### src/rtl/aacc_pkg.sv
// shared types, constants and the smoothstep table for the circle coverage block
// no dependencies; every other file refers to this package by scoped names

package aacc_pkg;

    // field and datapath widths
    localparam int COORD_W    = 16;
    localparam int DIM_W      = 15;
    localparam int ALPHA_W    = 8;
    localparam int R_W        = 14;
    localparam int SQ_W       = 28;
    localparam int DSQ_W      = 29;
    localparam int MAG_W      = 15;
    localparam int NUM_W      = 23;
    localparam int Q_W        = 9;
    localparam int DIV_STAGES = 9;
    localparam int COV_W      = 9;
    localparam int M_W        = 10;

    // arithmetic constants
    localparam int AA_HALF    = 192;
    localparam int ALPHA_FULL = 255;
    localparam int SD_SHIFT   = 7;
    localparam int RECIP3     = 683;
    localparam int RECIP3_SH  = 11;
    localparam int SM_DIV     = ALPHA_FULL * ALPHA_FULL;
    localparam int SM_ROUND   = SM_DIV / 2;

    // queue between front and back
    localparam int FIFO_DEPTH = 4;
    localparam int FIFO_AW    = 2;

    // configuration register indexes
    localparam int CFG_IDX_W = 2;
    localparam logic [CFG_IDX_W-1:0] REG_LEFT   = 2'd0;
    localparam logic [CFG_IDX_W-1:0] REG_TOP    = 2'd1;
    localparam logic [CFG_IDX_W-1:0] REG_WIDTH  = 2'd2;
    localparam logic [CFG_IDX_W-1:0] REG_HEIGHT = 2'd3;

    // pixel class after geometry checks
    typedef enum logic [1:0] {
        CLS_CLEAR  = 2'd0,
        CLS_FULL   = 2'd1,
        CLS_FRINGE = 2'd2
    } cls_t;

    typedef struct packed {
        logic signed [COORD_W-1:0] pixel_x;
        logic signed [COORD_W-1:0] pixel_y;
        logic [ALPHA_W-1:0]        in_alpha;
    } pixel_t;

    typedef struct packed {
        logic [ALPHA_W-1:0] out_alpha;
        logic               color_cleared;
    } result_t;

    // circle geometry derived from the rectangle registers
    typedef struct packed {
        logic signed [COORD_W-1:0] left;
        logic signed [COORD_W-1:0] top;
        logic signed [COORD_W:0]   right_end;
        logic signed [COORD_W:0]   bottom_end;
        logic signed [COORD_W:0]   cx;
        logic signed [COORD_W:0]   cy;
        logic [R_W-1:0]            r;
        logic [R_W-2:0]            r_half;
        logic [SQ_W-1:0]           rsq;
        logic [SQ_W-1:0]           inner;
        logic [SQ_W-1:0]           outer;
    } geom_t;

    // queue entry: classified pixel plus divider numerator
    typedef struct packed {
        cls_t               cls;
        logic               neg;
        logic [NUM_W-1:0]   num;
        logic [ALPHA_W-1:0] alpha;
    } qent_t;

    typedef logic [ALPHA_W-1:0] sm_tab_t [0:255];

    // smoothstep of t in 0..255, scaled to 0..255
    function automatic sm_tab_t build_sm_tab();
        sm_tab_t tab;
        int      t_sq;
        int      sm;
        for (int i = 0; i < 256; i++)
        begin
            t_sq = i * i;
            sm = (3 * t_sq * ALPHA_FULL - 2 * t_sq * i + SM_ROUND) / SM_DIV;
            if (sm < 0)
            begin
                sm = 0;
            end
            if (sm > ALPHA_FULL)
            begin
                sm = ALPHA_FULL;
            end
            tab[i] = ALPHA_W'(sm);
        end
        return tab;
    endfunction

    localparam sm_tab_t SM_TAB = build_sm_tab();

endpackage

### src/rtl/aacc_geom.sv
// rectangle configuration registers and the registered circle geometry
// depends on aacc_pkg

module aacc_geom (
    input  logic                              clk,
    input  logic                              rst_n,
    input  logic                              cfg_valid,
    input  logic [aacc_pkg::CFG_IDX_W-1:0]    cfg_index,
    input  logic [aacc_pkg::COORD_W-1:0]      cfg_data,
    output aacc_pkg::geom_t                   geom
);

    logic signed [aacc_pkg::COORD_W-1:0] left_reg;
    logic signed [aacc_pkg::COORD_W-1:0] top_reg;
    logic [aacc_pkg::DIM_W-1:0]          width_reg;
    logic [aacc_pkg::DIM_W-1:0]          height_reg;
    logic [aacc_pkg::DIM_W-1:0]          min_dim;
    logic [aacc_pkg::R_W-1:0]            half_dim;
    logic [aacc_pkg::R_W-1:0]            r_val;
    logic [aacc_pkg::R_W-1:0]            r_m1;
    logic [aacc_pkg::R_W-1:0]            r_p1;
    aacc_pkg::geom_t                     geom_reg;
    aacc_pkg::geom_t                     geom_next;

    // register writes
    always_ff @(posedge clk or negedge rst_n)
    begin
        if (!rst_n)
        begin
            left_reg   <= '0;
            top_reg    <= '0;
            width_reg  <= '0;
            height_reg <= '0;
        end
        else if (cfg_valid)
        begin
            case (cfg_index)
                aacc_pkg::REG_LEFT:   left_reg   <= cfg_data;
                aacc_pkg::REG_TOP:    top_reg    <= cfg_data;
                aacc_pkg::REG_WIDTH:  width_reg  <= cfg_data[aacc_pkg::DIM_W-1:0];
                aacc_pkg::REG_HEIGHT: height_reg <= cfg_data[aacc_pkg::DIM_W-1:0];
                default:              left_reg   <= left_reg;
            endcase
        end
    end

    // radius is half the smaller side minus one, clamped at zero
    always_comb
    begin
        min_dim  = (width_reg < height_reg) ? width_reg : height_reg;
        half_dim = min_dim[aacc_pkg::DIM_W-1:1];
        r_val    = (half_dim == '0) ? '0 : half_dim - 1'b1;
        r_m1     = r_val - 1'b1;
        r_p1     = r_val + 1'b1;
    end

    // derived geometry
    always_comb
    begin
        geom_next.left       = left_reg;
        geom_next.top        = top_reg;
        geom_next.right_end  = 17'(left_reg) + $signed({2'b00, width_reg});
        geom_next.bottom_end = 17'(top_reg) + $signed({2'b00, height_reg});
        geom_next.cx         = 17'(left_reg) + $signed({3'b000, width_reg[aacc_pkg::DIM_W-1:1]});
        geom_next.cy         = 17'(top_reg) + $signed({3'b000, height_reg[aacc_pkg::DIM_W-1:1]});
        geom_next.r          = r_val;
        geom_next.r_half     = r_val[aacc_pkg::R_W-1:1];
        geom_next.rsq        = aacc_pkg::SQ_W'(r_val) * aacc_pkg::SQ_W'(r_val);
        geom_next.inner      = aacc_pkg::SQ_W'(r_m1) * aacc_pkg::SQ_W'(r_m1);
        geom_next.outer      = aacc_pkg::SQ_W'(r_p1) * aacc_pkg::SQ_W'(r_p1);
    end

    always_ff @(posedge clk or negedge rst_n)
    begin
        if (!rst_n)
        begin
            geom_reg <= '0;
        end
        else
        begin
            geom_reg <= geom_next;
        end
    end

    assign geom = geom_reg;

endmodule

### src/rtl/aacc_front.sv
// front pipeline: takes pixels, checks the rectangle and circle extent, squares
// the offsets and classifies each pixel; depends on aacc_pkg

module aacc_front (
    input  logic                clk,
    input  logic                rst_n,
    input  logic                pixel_valid,
    input  aacc_pkg::pixel_t    pixel,
    output logic                pixel_stall,
    input  logic                cfg_busy,
    input  aacc_pkg::geom_t     geom,
    input  logic                fifo_full,
    output logic                push,
    output aacc_pkg::qent_t     push_data
);

    typedef struct packed {
        aacc_pkg::cls_t                  cls;
        logic [aacc_pkg::R_W-1:0]        dx;
        logic [aacc_pkg::R_W-1:0]        dy;
        logic [aacc_pkg::ALPHA_W-1:0]    alpha;
    } p2_t;

    typedef struct packed {
        aacc_pkg::cls_t                  cls;
        logic [aacc_pkg::SQ_W-1:0]       dxsq;
        logic [aacc_pkg::SQ_W-1:0]       dysq;
        logic [aacc_pkg::ALPHA_W-1:0]    alpha;
    } p3_t;

    typedef struct packed {
        aacc_pkg::cls_t                  cls;
        logic [aacc_pkg::DSQ_W-1:0]      dsq;
        logic [aacc_pkg::ALPHA_W-1:0]    alpha;
    } p4_t;

    logic                                adv;
    logic                                accept;
    logic [3:0]                          valid_reg;
    aacc_pkg::pixel_t                    p1_reg;
    p2_t                                 p2_reg;
    p2_t                                 p2_next;
    p3_t                                 p3_reg;
    p3_t                                 p3_next;
    p4_t                                 p4_reg;
    p4_t                                 p4_next;
    logic signed [aacc_pkg::COORD_W:0]   x1;
    logic signed [aacc_pkg::COORD_W:0]   y1;
    logic signed [aacc_pkg::COORD_W+1:0] ddx;
    logic signed [aacc_pkg::COORD_W+1:0] ddy;
    logic [aacc_pkg::COORD_W:0]          adx;
    logic [aacc_pkg::COORD_W:0]          ady;
    logic                                in_rect;
    logic                                near;
    logic [aacc_pkg::DSQ_W:0]            diff;
    logic [aacc_pkg::DSQ_W:0]            mag;

    // whole front moves together; it holds only when its last stage has a pixel and the queue is full
    assign adv         = !(valid_reg[3] && fifo_full);
    assign pixel_stall = !adv || cfg_busy;
    assign accept      = pixel_valid && !pixel_stall;

    always_ff @(posedge clk or negedge rst_n)
    begin
        if (!rst_n)
        begin
            valid_reg <= '0;
        end
        else if (adv)
        begin
            valid_reg <= {valid_reg[2:0], accept};
        end
    end

    // rectangle and extent checks, absolute offsets
    always_comb
    begin
        x1      = 17'(p1_reg.pixel_x);
        y1      = 17'(p1_reg.pixel_y);
        in_rect = (x1 >= 17'(geom.left)) && (x1 < geom.right_end)
               && (y1 >= 17'(geom.top)) && (y1 < geom.bottom_end);
        ddx     = 18'(x1) - 18'(geom.cx);
        ddy     = 18'(y1) - 18'(geom.cy);
        adx     = ddx[aacc_pkg::COORD_W+1] ? 17'(-ddx) : 17'(ddx);
        ady     = ddy[aacc_pkg::COORD_W+1] ? 17'(-ddy) : 17'(ddy);
        near    = (adx <= 17'(geom.r)) && (ady <= 17'(geom.r));
        if (!(in_rect && near))
        begin
            p2_next.cls = aacc_pkg::CLS_CLEAR;
        end
        else if (geom.r == '0)
        begin
            p2_next.cls = aacc_pkg::CLS_FULL;
        end
        else
        begin
            p2_next.cls = aacc_pkg::CLS_FRINGE;
        end
        p2_next.dx    = adx[aacc_pkg::R_W-1:0];
        p2_next.dy    = ady[aacc_pkg::R_W-1:0];
        p2_next.alpha = p1_reg.in_alpha;
    end

    // squares of the offsets
    always_comb
    begin
        p3_next.cls   = p2_reg.cls;
        p3_next.dxsq  = aacc_pkg::SQ_W'(p2_reg.dx) * aacc_pkg::SQ_W'(p2_reg.dx);
        p3_next.dysq  = aacc_pkg::SQ_W'(p2_reg.dy) * aacc_pkg::SQ_W'(p2_reg.dy);
        p3_next.alpha = p2_reg.alpha;
    end

    // squared distance
    always_comb
    begin
        p4_next.cls   = p3_reg.cls;
        p4_next.dsq   = aacc_pkg::DSQ_W'(p3_reg.dxsq) + aacc_pkg::DSQ_W'(p3_reg.dysq);
        p4_next.alpha = p3_reg.alpha;
    end

    always_ff @(posedge clk)
    begin
        if (adv)
        begin
            p1_reg <= pixel;
            p2_reg <= p2_next;
            p3_reg <= p3_next;
            p4_reg <= p4_next;
        end
    end

    // ring classification and divider numerator
    always_comb
    begin
        diff = (aacc_pkg::DSQ_W+1)'(p4_reg.dsq) - (aacc_pkg::DSQ_W+1)'(geom.rsq);
        mag  = diff[aacc_pkg::DSQ_W] ? -diff : diff;
        push_data.cls = p4_reg.cls;
        if (p4_reg.cls == aacc_pkg::CLS_FRINGE)
        begin
            if (p4_reg.dsq <= aacc_pkg::DSQ_W'(geom.inner))
            begin
                push_data.cls = aacc_pkg::CLS_FULL;
            end
            else if (p4_reg.dsq >= aacc_pkg::DSQ_W'(geom.outer))
            begin
                push_data.cls = aacc_pkg::CLS_CLEAR;
            end
        end
        push_data.neg   = diff[aacc_pkg::DSQ_W];
        push_data.num   = (aacc_pkg::NUM_W'(mag[aacc_pkg::MAG_W-1:0]) << aacc_pkg::SD_SHIFT)
                        + aacc_pkg::NUM_W'(geom.r_half);
        push_data.alpha = p4_reg.alpha;
    end

    assign push = valid_reg[3] && !fifo_full;

endmodule

### src/rtl/aacc_fifo.sv
// short queue of classified pixels between the front and back pipelines
// depends on aacc_pkg

module aacc_fifo (
    input  logic               clk,
    input  logic               rst_n,
    input  logic               push,
    input  aacc_pkg::qent_t    push_data,
    output logic               full,
    input  logic               pop,
    output logic               head_valid,
    output aacc_pkg::qent_t    head
);

    aacc_pkg::qent_t                 mem_reg [0:aacc_pkg::FIFO_DEPTH-1];
    logic [aacc_pkg::FIFO_AW-1:0]    wr_ptr_reg;
    logic [aacc_pkg::FIFO_AW-1:0]    rd_ptr_reg;
    logic [aacc_pkg::FIFO_AW:0]      count_reg;
    logic [aacc_pkg::FIFO_AW:0]      count_next;

    assign full       = (count_reg == (aacc_pkg::FIFO_AW+1)'(aacc_pkg::FIFO_DEPTH));
    assign head_valid = (count_reg != '0);
    assign head       = mem_reg[rd_ptr_reg];

    // entry storage
    always_ff @(posedge clk)
    begin
        if (push)
        begin
            mem_reg[wr_ptr_reg] <= push_data;
        end
    end

    always_comb
    begin
        count_next = count_reg;
        case ({push, pop})
            2'b10:   count_next = count_reg + 1'b1;
            2'b01:   count_next = count_reg - 1'b1;
            default: count_next = count_reg;
        endcase
    end

    // pointers and fill count
    always_ff @(posedge clk or negedge rst_n)
    begin
        if (!rst_n)
        begin
            wr_ptr_reg <= '0;
            rd_ptr_reg <= '0;
            count_reg  <= '0;
        end
        else
        begin
            if (push)
            begin
                wr_ptr_reg <= wr_ptr_reg + 1'b1;
            end
            if (pop)
            begin
                rd_ptr_reg <= rd_ptr_reg + 1'b1;
            end
            count_reg <= count_next;
        end
    end

endmodule

### src/rtl/aacc_back.sv
// back pipeline: one-bit-per-stage divider for the signed edge distance, smoothstep,
// alpha mix and the output register; depends on aacc_pkg

module aacc_back (
    input  logic                clk,
    input  logic                rst_n,
    input  aacc_pkg::geom_t     geom,
    input  logic                head_valid,
    input  aacc_pkg::qent_t     head,
    output logic                pop,
    output logic                result_valid,
    output aacc_pkg::result_t   result,
    input  logic                result_stall
);

    typedef struct packed {
        aacc_pkg::cls_t                  cls;
        logic                            neg;
        logic [aacc_pkg::NUM_W-1:0]      rem;
        logic [aacc_pkg::Q_W-1:0]        q;
        logic [aacc_pkg::ALPHA_W-1:0]    alpha;
    } dv_t;

    typedef struct packed {
        aacc_pkg::cls_t                  cls;
        logic [aacc_pkg::M_W-1:0]        m;
        logic [aacc_pkg::ALPHA_W-1:0]    alpha;
    } s1_t;

    typedef struct packed {
        aacc_pkg::cls_t                  cls;
        logic [aacc_pkg::ALPHA_W-1:0]    t;
        logic [aacc_pkg::ALPHA_W-1:0]    alpha;
    } s2_t;

    typedef struct packed {
        logic                            cleared;
        logic [aacc_pkg::ALPHA_W-1:0]    c;
        logic [aacc_pkg::ALPHA_W-1:0]    alpha;
    } s3_t;

    typedef struct packed {
        logic                            cleared;
        logic                            byp;
        logic [aacc_pkg::ALPHA_W-1:0]    bv;
        logic [2*aacc_pkg::ALPHA_W-1:0]  prod;
    } s4_t;

    localparam logic [aacc_pkg::ALPHA_W-1:0] FULL8 = aacc_pkg::ALPHA_W'(aacc_pkg::ALPHA_FULL);
    localparam logic [aacc_pkg::Q_W-1:0]     HALF9 = aacc_pkg::Q_W'(aacc_pkg::AA_HALF);

    logic                                adv;
    logic [aacc_pkg::DIV_STAGES:0]       dv_valid_reg;
    dv_t                                 dv_reg [0:aacc_pkg::DIV_STAGES];
    dv_t                                 dv_next [0:aacc_pkg::DIV_STAGES];
    logic [3:0]                          s_valid_reg;
    s1_t                                 s1_reg;
    s1_t                                 s1_next;
    s2_t                                 s2_reg;
    s2_t                                 s2_next;
    s3_t                                 s3_reg;
    s3_t                                 s3_next;
    s4_t                                 s4_reg;
    s4_t                                 s4_next;
    aacc_pkg::result_t                   result_reg;
    aacc_pkg::result_t                   result_next;
    logic                                result_valid_reg;
    logic [aacc_pkg::Q_W-1:0]            q_fin;
    logic [aacc_pkg::COV_W-1:0]          cov;
    logic [16:0]                         cov_scaled;
    logic [19:0]                         t_prod;
    logic [2*aacc_pkg::ALPHA_W:0]        div255;

    // back moves as one; it holds only while a result waits to be taken
    assign adv          = !(result_valid_reg && result_stall);
    assign pop          = adv && head_valid;
    assign result_valid = result_valid_reg;
    assign result       = result_reg;

    // divider input from the queue head
    always_comb
    begin
        dv_next[0].cls   = head.cls;
        dv_next[0].neg   = head.neg;
        dv_next[0].rem   = head.num;
        dv_next[0].q     = '0;
        dv_next[0].alpha = head.alpha;
    end

    // restoring divide by the radius, most significant quotient bit first
    for (genvar k = 0; k < aacc_pkg::DIV_STAGES; k++)
    begin : g_div
        localparam int SH = aacc_pkg::DIV_STAGES - 1 - k;
        logic [aacc_pkg::NUM_W-1:0] sub;
        logic                       ge;

        always_comb
        begin
            sub              = aacc_pkg::NUM_W'(geom.r) << SH;
            ge               = (dv_reg[k].rem >= sub);
            dv_next[k+1]     = dv_reg[k];
            dv_next[k+1].rem = ge ? dv_reg[k].rem - sub : dv_reg[k].rem;
            dv_next[k+1].q[SH] = ge;
        end
    end

    always_ff @(posedge clk)
    begin
        if (adv)
        begin
            for (int i = 0; i <= aacc_pkg::DIV_STAGES; i++)
            begin
                dv_reg[i] <= dv_next[i];
            end
        end
    end

    // saturation and smoothstep argument scaled to t
    always_comb
    begin
        q_fin         = dv_reg[aacc_pkg::DIV_STAGES].q;
        cov           = dv_reg[aacc_pkg::DIV_STAGES].neg ? HALF9 + q_fin : HALF9 - q_fin;
        cov_scaled    = 17'(cov) * 17'(aacc_pkg::ALPHA_FULL) + 17'(aacc_pkg::AA_HALF);
        s1_next.cls   = dv_reg[aacc_pkg::DIV_STAGES].cls;
        if ((dv_reg[aacc_pkg::DIV_STAGES].cls == aacc_pkg::CLS_FRINGE) && (q_fin >= HALF9))
        begin
            s1_next.cls = dv_reg[aacc_pkg::DIV_STAGES].neg ? aacc_pkg::CLS_FULL
                                                           : aacc_pkg::CLS_CLEAR;
        end
        s1_next.m     = cov_scaled[16:7];
        s1_next.alpha = dv_reg[aacc_pkg::DIV_STAGES].alpha;
    end

    // divide by three through the reciprocal
    always_comb
    begin
        t_prod        = 20'(s1_reg.m) * 20'(aacc_pkg::RECIP3);
        s2_next.cls   = s1_reg.cls;
        s2_next.t     = t_prod[aacc_pkg::RECIP3_SH +: aacc_pkg::ALPHA_W];
        s2_next.alpha = s1_reg.alpha;
    end

    // coverage value
    always_comb
    begin
        case (s2_reg.cls)
            aacc_pkg::CLS_FULL:   s3_next.c = FULL8;
            aacc_pkg::CLS_FRINGE: s3_next.c = aacc_pkg::SM_TAB[s2_reg.t];
            default:              s3_next.c = '0;
        endcase
        s3_next.cleared = (s3_next.c == '0);
        s3_next.alpha   = s2_reg.alpha;
    end

    // alpha mix product, opaque operands pass the other one through
    always_comb
    begin
        s4_next.cleared = s3_reg.cleared;
        s4_next.byp     = (s3_reg.c == FULL8) || (s3_reg.alpha == FULL8);
        s4_next.bv      = (s3_reg.c == FULL8) ? s3_reg.alpha : s3_reg.c;
        s4_next.prod    = (2*aacc_pkg::ALPHA_W)'(s3_reg.c)
                        * (2*aacc_pkg::ALPHA_W)'(s3_reg.alpha);
    end

    // exact divide by 255 for products of two 8-bit values
    always_comb
    begin
        div255 = (2*aacc_pkg::ALPHA_W+1)'(s4_reg.prod) + 1'b1
               + (2*aacc_pkg::ALPHA_W+1)'(s4_reg.prod[2*aacc_pkg::ALPHA_W-1:aacc_pkg::ALPHA_W]);
        result_next.color_cleared = s4_reg.cleared;
        if (s4_reg.cleared)
        begin
            result_next.out_alpha = '0;
        end
        else if (s4_reg.byp)
        begin
            result_next.out_alpha = s4_reg.bv;
        end
        else
        begin
            result_next.out_alpha = div255[2*aacc_pkg::ALPHA_W-1:aacc_pkg::ALPHA_W];
        end
    end

    always_ff @(posedge clk)
    begin
        if (adv)
        begin
            s1_reg     <= s1_next;
            s2_reg     <= s2_next;
            s3_reg     <= s3_next;
            s4_reg     <= s4_next;
            result_reg <= result_next;
        end
    end

    // stage valids
    always_ff @(posedge clk or negedge rst_n)
    begin
        if (!rst_n)
        begin
            dv_valid_reg     <= '0;
            s_valid_reg      <= '0;
            result_valid_reg <= 1'b0;
        end
        else if (adv)
        begin
            dv_valid_reg     <= {dv_valid_reg[aacc_pkg::DIV_STAGES-1:0], head_valid};
            s_valid_reg      <= {s_valid_reg[2:0], dv_valid_reg[aacc_pkg::DIV_STAGES]};
            result_valid_reg <= s_valid_reg[3];
        end
    end

endmodule

### src/rtl/aa_circle_pixel_coverage_core.sv
// top level of the antialiased circle pixel coverage block
// depends on aacc_pkg, aacc_geom, aacc_front, aacc_fifo, aacc_back

// Takes one pixel per clock while pixel_stall is low and returns one result per
// pixel, in order. The circle comes from the rectangle registers: center at its
// middle, radius half the smaller side less one. Pixels outside get alpha 0 and
// color_cleared set; pixels within a pixel of the edge get smoothstep coverage
// mixed with their alpha. Sustained rate is one pixel per cycle when no result
// waits and no register write is made; the path includes the nine divider stages
// that each produce one quotient bit of the edge distance. With nothing waiting,
// a pixel passes the four front registers, the queue, ten divider registers,
// four coverage and mix stages and the output register before result_valid
// rises. While a result waits the whole back pipeline holds; the four front
// stages and the four-entry queue keep taking pixels until they fill.
// Register writes are taken at any cycle (cfg_ready is always high), should
// only be made while no pixel is in flight, and hold off pixels for the cycle
// of the write.

module aa_circle_pixel_coverage_core (
    input  logic                              clk,
    input  logic                              rst_n,
    input  logic                              pixel_valid,
    input  aacc_pkg::pixel_t                  pixel,
    output logic                              pixel_stall,
    output logic                              result_valid,
    output aacc_pkg::result_t                 result,
    input  logic                              result_stall,
    input  logic                              cfg_valid,
    output logic                              cfg_ready,
    input  logic [aacc_pkg::CFG_IDX_W-1:0]    cfg_index,
    input  logic [aacc_pkg::COORD_W-1:0]      cfg_data
);

    aacc_pkg::geom_t geom;
    aacc_pkg::qent_t push_data;
    aacc_pkg::qent_t head;
    logic            push;
    logic            pop;
    logic            fifo_full;
    logic            head_valid;

    assign cfg_ready = 1'b1;

    // configuration and circle geometry
    aacc_geom u_geom (
        .clk       (clk),
        .rst_n     (rst_n),
        .cfg_valid (cfg_valid),
        .cfg_index (cfg_index),
        .cfg_data  (cfg_data),
        .geom      (geom)
    );

    // classification pipeline
    aacc_front u_front (
        .clk         (clk),
        .rst_n       (rst_n),
        .pixel_valid (pixel_valid),
        .pixel       (pixel),
        .pixel_stall (pixel_stall),
        .cfg_busy    (cfg_valid),
        .geom        (geom),
        .fifo_full   (fifo_full),
        .push        (push),
        .push_data   (push_data)
    );

    // decoupling queue
    aacc_fifo u_fifo (
        .clk        (clk),
        .rst_n      (rst_n),
        .push       (push),
        .push_data  (push_data),
        .full       (fifo_full),
        .pop        (pop),
        .head_valid (head_valid),
        .head       (head)
    );

    // distance, coverage and mix pipeline
    aacc_back u_back (
        .clk          (clk),
        .rst_n        (rst_n),
        .geom         (geom),
        .head_valid   (head_valid),
        .head         (head),
        .pop          (pop),
        .result_valid (result_valid),
        .result       (result),
        .result_stall (result_stall)
    );

endmodule
### config.mk
export PLATFORM = sky130hd
export DESIGN_NAME = aa_circle_pixel_coverage_core
export DESIGN_NICKNAME = d
export VERILOG_FILES = /design/src/rtl/aacc_pkg.sv /design/src/rtl/aacc_geom.sv /design/src/rtl/aacc_front.sv /design/src/rtl/aacc_fifo.sv /design/src/rtl/aacc_back.sv /design/src/rtl/aa_circle_pixel_coverage_core.sv
export SDC_FILE = /design/constraint.sdc
export NUM_CORES = 2
export LEC_CHECK = 0
export ABC_AREA = 1
export BUFFER_PORTS_ARGS = -buffer_cell sky130_fd_sc_hd__buf_2
export CORE_MARGIN = 2
export CORE_UTILIZATION = 59
export CTS_CLUSTER_SIZE = 20
export DETAILED_ROUTE_END_ITERATION = 6
export PLACE_DENSITY_LB_ADDON = 0.2
export RECOVER_POWER = 25
export SLEW_MARGIN = 20
export SYNTH_ARGS = -nofsm -noshare
export SYNTH_HDL_FRONTEND = slang
export SYNTH_SLANG_ARGS = --single-unit
export TNS_END_PERCENT = 5
### constraint.sdc
create_clock -name clk -period 14.2 [get_ports clk]
set_input_delay 1.42 -clock clk [delete_from_list [all_inputs] [get_ports clk]]
set_output_delay 1.42 -clock clk [all_outputs]
set_load 0.02 [all_outputs]
==> run metrics <==
wire length of the first global-routing pass=323.6 mm; die area=between 0.1 and 0.15 sq mm; Reg2Reg Setup Slack=approximately 3.6 ns; clock skew after layout=around 0.081 ns; slowest stage delay, CP=~0.85 ns; synthesized area=roughly 0.086 sq mm; IO Port Bufs=between 70 and 80; top post-synthesis cells by area=edfxtp_1, fa_1, ha_1; Hold WC Path Type=reg2reg; met3 usage=0.03141; hold_buf cts=0; critical path launch point=u_geom.height_reg[14]; Antenna Violating Nets Remaining=0; core area=0.1454 sq mm; overall routed net length=roughly 200 mm; final hold vios=0; Synth Area per Inst=between 9 and 10 sq um; Layout Cell Area excl Fill=just over 0.09 sq mm; Hold Path Depth=0; initial DRC count=just under 4,000; Die Y=between 300 and 400 microns; total negative slack=0 ns; number of synthesized flops with an enable pin=769; met2 Resource Use GR=0.4659; ys flop type=edfxtp_1; setup violators final=0; initial antenna violation count=1; failing checks=max-capacitance violations, max-slew violations; Crit path required time=approximately 15 ns; Largest register FFs=approximately 360; Final #Nets=roughly 11,000; deepest clock path buffer count=3; synth warn=0; kind of critical path=reg2reg; Syn-to-layout area delta=7.450%; most frequent cells in the layout=inv_1, nand2_1, ha_1, edfxtp_1, fa_1; Yosys top cell by area=edfxtp_1; worst r2r dst=u_geom.geom[54]; ANT cells=0; layout cells sized above 1=0.04422; final max-slew violation count=~180; Worst Max-Slew Pin Slew=around 6.5 ns; WHS Endpoint=u_front.p4_reg[37]; Num CTS Buffers=roughly 110; Peak Freq=between 0.09 and 0.1 GHz; Cell Area, Placed=0.08875 sq mm; Worst-Skew Late Latency=approximately 0.77 ns; Avg WL per Cell=18.16 microns; Arr. time, crit path=11.20 ns; number of global-route vias before repair=61,420; # rows=between 100 and 150; total of max-cap violations=3; Ports=between 70 and 80; Most Crowded Layer GR=met2; Synth async-reset ratio=0.2676; Reg2Reg Depth=35; Yosys top cell area share=0.2677; placed wire-length estimate=157.3 mm; clock sinks=1,050; unrepaired setup endpoints after global routing=false; Cell variety after synth=69; worst rel slew slack=-3.314; final core utilization=0.6374; Final min period=between 10 and 15 ns; DRC=0; DR vias=60,720; post-synth net total=10,800; worst hold start=u_front.p3_reg[64]; status=finished, violations left; Die Wd=~390 microns; Post-CTS Resized=0; Root Driver=clkbuf_16; commonest non-fill, non-tap cell in the layout=inv_1; GP Congestion=0.9378; Worst Setup Start Kind=flip-flop; Critical Path End Type=flip-flop; CTS tree=yes; Setup Fix Bufs, Post-CTS=0; Slowest-stage cell, CP=xor2_1; Mapped Cells=approximately 9,000; Total GRT Usage=0.2752; GR Util met1=0.3730; Via density=between 5 and 6; register area share after synthesis=0.3493; R2R Path Start=u_geom.height_reg[14]; H-tree depth=3; Worst Path Max Fanout=22; number of synthesized register bits=1,050; Final period util=0.7453; drt pass-1 iters=6; Clock transition at path regs=approximately 0.06 ns; GR Overflow Total=0; largest net degree at the start of global routing=~170; Initial Utilization=0.5932
worst max path at each step:
| stage | end | cells past startpoint | slack, ns |
|---|---|---|---|
| 2_1_floorplan | u_geom.geom[54] | 42 | 5.25 |
| 5_1_grt | u_geom.geom[54] | 35 | 3.07 |
| 3_5_place_dp | u_geom.geom[54] | 35 | 3.79 |
| 3_3_place_gp | u_geom.geom[54] | 35 | 4.00 |
| 6_report | u_geom.geom[54] | 35 | 3.62 |
| 4_1_cts | u_geom.geom[54] | 35 | 3.74 |
cell usage after synthesis (all sizes together) (13+ instances only):
master,instances
o221ai,13
xor2,331
o21a,19
a21oi,566
nand3b,19
or2,15
nand3,220
dfrtp,281
ha,1025
edfxtp,769
a211oi,22
nand4,66
clkbuf,137
fa,691
o22ai,41
nor2,667
a31oi,31
o211ai,24
nand2,1359
inv,1803
o31ai,17
a21o,22
a21boi,19
buf,28
nor3,100
o21ai,443
o21bai,45
xnor2,157
nor4,31
per-stage QoR:
stage	hold slack (ns)	std cells	setup WS, ns
global route	0.3915	11100	3.069
global placement	0.4002	10890	3.996
finish	0.3855	11100	3.617
CTS	0.3794	11100	3.736
floorplan	0.3741	9018	5.246
detailed placement	0.4045	10890	3.793
final cells by class:
type	instances	area (sq um)
clock buffers	144	3087
clock inverters	67	855.8
fillers	11790	52710
inverters	1807	6789
multi-input cells	5996	48730
flip-flops and latches	1050	30130
well taps	1917	2399
repair buffers	117	695.7
cell families (layout without fill, tap and decap cells):
logic type | after synthesis | count (layout) | share of synthesized area
buffers and inverters | 1972 | 2135 | 0.08643
adder cells (fa/ha/maj) | 1716 | 1716 | 0.3091
AO/OA/AOI/OAI | 1301 | 1301 | 0.08391
multiplexers | 3 | 3 | 0.0003916
other | 1 | 1 | 0.00004348
XOR/XNOR | 488 | 488 | 0.05042
flip-flops | 1050 | 1050 | 0.3493
AND/OR/NAND/NOR | 2487 | 2487 | 0.1205
critical path: cells and delay by family (launching register included):
family	cells	cell delay [ns]
xor+xnor	2	1.02
flops	1	0.39
fa+ha+maj	8	3.73
simple gates	11	2.32
compound gates	8	2.42
buf+inv	6	0.53
per-layer routing:
layer	up-vias	part of all wire
li1	29450	-
met1	29410	0.44
met2	1526	0.48
met3	330	0.049
met4	2	0.031
met5	-	0.000064
Power is left out: the tool's default activity adds up to more than one toggle a clock period on the data nets, which glitch-free logic cannot reach.
